File: src/rtl/bfi_ram.sv
// Generic single-port-write, single-port-read RAM with registered read.
`default_nettype none
module bfi_ram #(
  parameter int Width = 8,
  parameter int Depth = 16
) (
  input  wire logic                     clk_i,
  input  wire logic                     we_i,
  input  wire logic [$clog2(Depth)-1:0] waddr_i,
  input  wire logic [Width-1:0]         wdata_i,
  input  wire logic [$clog2(Depth)-1:0] raddr_i,
  output logic      [Width-1:0]         rdata_o
);
  logic [Width-1:0] mem [Depth];

  // Write port and registered read port.
  always_ff @(posedge clk_i) begin
    if (we_i) begin
      mem[waddr_i] <= wdata_i;
    end
    rdata_o <= mem[raddr_i];
  end
endmodule
`default_nettype wire

File: config.mk
export PLATFORM = sky130hd
export DESIGN_NAME = bfi_ram
export DESIGN_NICKNAME = d
export VERILOG_FILES = /design/src/rtl/bfi_ram.sv
export SDC_FILE = /design/constraint.sdc
export NUM_CORES = 1
export LEC_CHECK = 0
export ABC_AREA = 1
export BUFFER_PORTS_ARGS = -buffer_cell sky130_fd_sc_hd__buf_2
export CORE_MARGIN = 5
export CORE_UTILIZATION = 28
export DETAILED_ROUTE_END_ITERATION = 8
export PLACE_DENSITY = 0.47
export SLEW_MARGIN = 5
export SYNTH_ARGS = -nofsm -noshare
export SYNTH_HDL_FRONTEND = slang
export SYNTH_SLANG_ARGS = --single-unit
File: constraint.sdc
create_clock -name clk_i -period 3.12 [get_ports clk_i]
set_input_delay 0.312 -clock clk_i [delete_from_list [all_inputs] [get_ports clk_i]]
set_output_delay 0.312 -clock clk_i [all_outputs]
set_load 0.02 [all_outputs]
; ---- Word level (Yosys, flattened, before mapping)
; Memories as Yosys holds them, arrays and structs flattened. A register that Yosys moved wholly into a read port is not among the register bits.
; Index checks and enable logic that the tools add are counted.
; W data, S select, Z words.
[totals]
rom_bits = 0
n_memories = 1
regBits = 0
latch_bits = 0
wordCells = 3
ram_bits = 128
[memory_table]
columns = memory, depth, width, rd, rd_clocked_by_memory_dff, wr, line
row1 = mem, 16, 8, 1, 1, 1, 14  ; logic [Width-1:0] mem [Depth];
[classes]
div_mod_pow = 0
n_reduce_logical = 0
mux = 2
eq_ne = 0
n_mul = 0
add_sub_neg = 0
magnitude_cmp = 0
shifts = 0
n_bitwise = 0
[ops]
columns = cell, n
row1 = $mux W1, 2

; ---- Depth between registers and ports, before layout
[logic_depth]
depth_word = 2
depth_mapped = 8

; ---- Least setup slack after synthesis
; No wires, ideal clock.
[synth_timing]
path_type = in2reg
from = in waddr_i[2]
to = mem mem[10][0], enable pin
n_path_buf = 0
arrival_ns = 0.893
path_stages = 2
setup_slack_ns = 1.857
setup_ns = 0.370
cell_sequence = nand3b_1 nor2_1
[synth_rtl]
columns = element, line
row1 = from (decl), 9  ; input wire logic [$clog2(Depth)-1:0] waddr_i,
row2 = to (decl), 14
; No word-level cell before the write port.

==> out/metrics.yaml <==
ys_seq_elements: 136
placement_rows: 52
place.gp.congestion: 0.801
timing.final.crit_share: 0.463
yosysSeqAreaShare: 0.694
power.leakage_uw: 0.00280
first_global_vias: 3738
yosys.area.top_type: "edfxtp_1"
netlist_top_cells_area: "edfxtp_1, nand2_1, nand3_1"
status: "finished clean"
layout_commonest_cell: "nand2_1"
ir_drop_mv: 0.393
post-dp-hpwl_um: 8650
post_drt_wl_per_cell_um: 16.2
dr_total_vias: 3646
grt.overflow.total: 0
syn-mean-instance-area_um2: 10.5
postSynthCellCount: 551
synth.yosys.warnings: 0
netlist.area_leader.share: 0.667
cts_htree_levels: 4
holdBufCountCts: 0
cts_resized: 0
final_util: 0.328
die_x_um: 154
tritoncts.num_buffers: 17
die_h_um: 154
cts.clk_slew.worst_paths_ns: 0.05
area_growth_syn_to_layout_pct: 15.1
p_total_uw: 4170
achievable-frequency_mhz: 693
worst-setup-path-type: "in2reg"
postCtsSetupBuffers: 0
final_max_slew_viol_count: 0
floorplan.die_area_um2: 23600
clock_tree.buffer_depth: 2
root_buffer: "clkbuf_16"
cellPowerDensity_nw_per_um2: 628
first_iter_violations: 224
antenna_cells: 0
share_seq_of_total_power: 0.493
synth.distinct_cells: 12
final_period_minus_worst_setup_slack_ns: 1.44
setup_viol_count_final: 0
clock_tree_from_tritoncts: "yes"
grt_use_total: 0.123
fin_nets: 593
layout.cells.most_common_list: "nand2_1, edfxtp_1, inv_1"
drcViolationCount: 0
rsz_0062_raised_after_global_routing: "false"
antenna_viol_nets_final: 0
pin_count_of_the_biggest_net_entering_global_routing: 65
combinationalPowerShare: 0.062
worstHoldPathType: "in2reg"
grt_pass1_wl_um: 21700
wirelength_um: 13900
insertion_delay_ns: 0.41
pwr-share-clk: 0.445
power_switching_share: 0.217
worst_slew_margin_rel: 0.411
critPathRequiredTime_ns: 3.42
count_of_boundary_i_o_pins: 26
layout-drive-gt1-share: 0.0952
port_buffers: 25
clock_sink_count: 136
max-cap-violations: 0
p_int_uw: 3260
dr.pass1.iters: 5
setup_total_negative_slack_ns: 0
synth.cell_area_um2: 5770
holdWs_ns: 0.286
grt_antenna_before_repair: 0
start_util: 0.285
final_ws_setup_ns: 1.68
critical_path_peak_fanout: 41
worst_margin_pin_slew_ns: 0.881
pre_cts_ws_ns: 1.23
final.setup_skew_ns: 0.00799
worstSetupEndpointType: "flop"
syn-num-nets: 569
drt-vias-per-instance: 4.25
startpoint_type: "primary input"
critical_path_arrival_ns: 1.75
floorplan.core_area_um2: 20200
n_fill_cell: 2029
hold_viol: 0
net-switching-power_uw: 906
synthesized netlist by cell type:
library cell	count
buf_4	4
nand3_1	97
buf_6	6
edfxtp_1	128
nand3b_1	2
nor2_1	17
inv_1	100
inv_2	2
dfxtp_1	8
buf_2	13
nand2_1	173
buf_1	1
final timing paths:
| path | start | to | slack, ns | cells past startpoint |
|---|---|---|---|---|
| worst max-delay path | raddr_i[0] | rdata_o[2]$_DFF_P_ | 1.68 | 8 |
| worst min-delay path | raddr_i[3] | rdata_o[3]$_DFF_P_ | 0.29 | 3 |
| worst max register to register | mem[3][7]$_DFFE_PP_ | rdata_o[7]$_DFF_P_ | 2.00 | 6 |
| worst min register to register | mem[14][4]$_DFFE_PP_ | rdata_o[4]$_DFF_P_ | 0.67 | 6 |
registers in the layout, indices dropped and copies added (netlist names):
name,count
mem,128
rdata_o,8
kinds of logic after synthesis:
kind of cell,Yosys count,share of synthesized area
DFF,136,0.694
and+or+nand+nor,289,0.210
buffers and inverters,126,0.0952
power groups by stage:
| stage | sequential, uW | clock [uW] | combinational, uW |
|---|---|---|---|
| floorplan | 2110 | 0 | 144 |
| global placement | 2090 | 0 | 263 |
| detailed placement | 2090 | 0 | 263 |
| CTS | 2060 | 1890 | 265 |
| global route | 2060 | 1970 | 291 |
| finish | 2050 | 1850 | 258 |
metrics by stage:
stage          instance area [um2]  std cells
2_1_floorplan                 5770        551
3_3_place_gp                  6090        826
3_5_place_dp                  6090        826
4_1_cts                       6640        858
5_1_grt                       6640        858
6_report                      6640        858
layout make-up:
| type | instances | area [um2] | area share |
|---|---|---|---|
| Clock buffer | 19 | 433 | 0.0652 |
| Clock inverter | 13 | 111 | 0.0168 |
| Inverter | 102 | 383 | 0.0577 |
| Multi-Input combinational cell | 289 | 1210 | 0.183 |
| Sequential cell | 136 | 4000 | 0.603 |
| Tap cell | 270 | 338 | 0.0509 |
| Timing Repair Buffer | 29 | 155 | 0.0234 |
layer usage:
| metal | routed length (um) | global-route usage |
|---|---|---|
| met1 | 6470 | 0.161 |
| met2 | 6620 | 0.196 |
| met3 | 459 | 0.0281 |
| met4 | 325 | 0.0542 |
| met5 | 0 | 0 |
critical path, stage by stage:
cell	delay (ns)
buf_2	0.12
inv_2	0.54
buf_4	0.30
nand2_1	0.08
nand3_1	0.07
nand3_1	0.12
nand3_1	0.14
nand2_1	0.06
No activity file was read; power rests on OpenSTA's default activity.
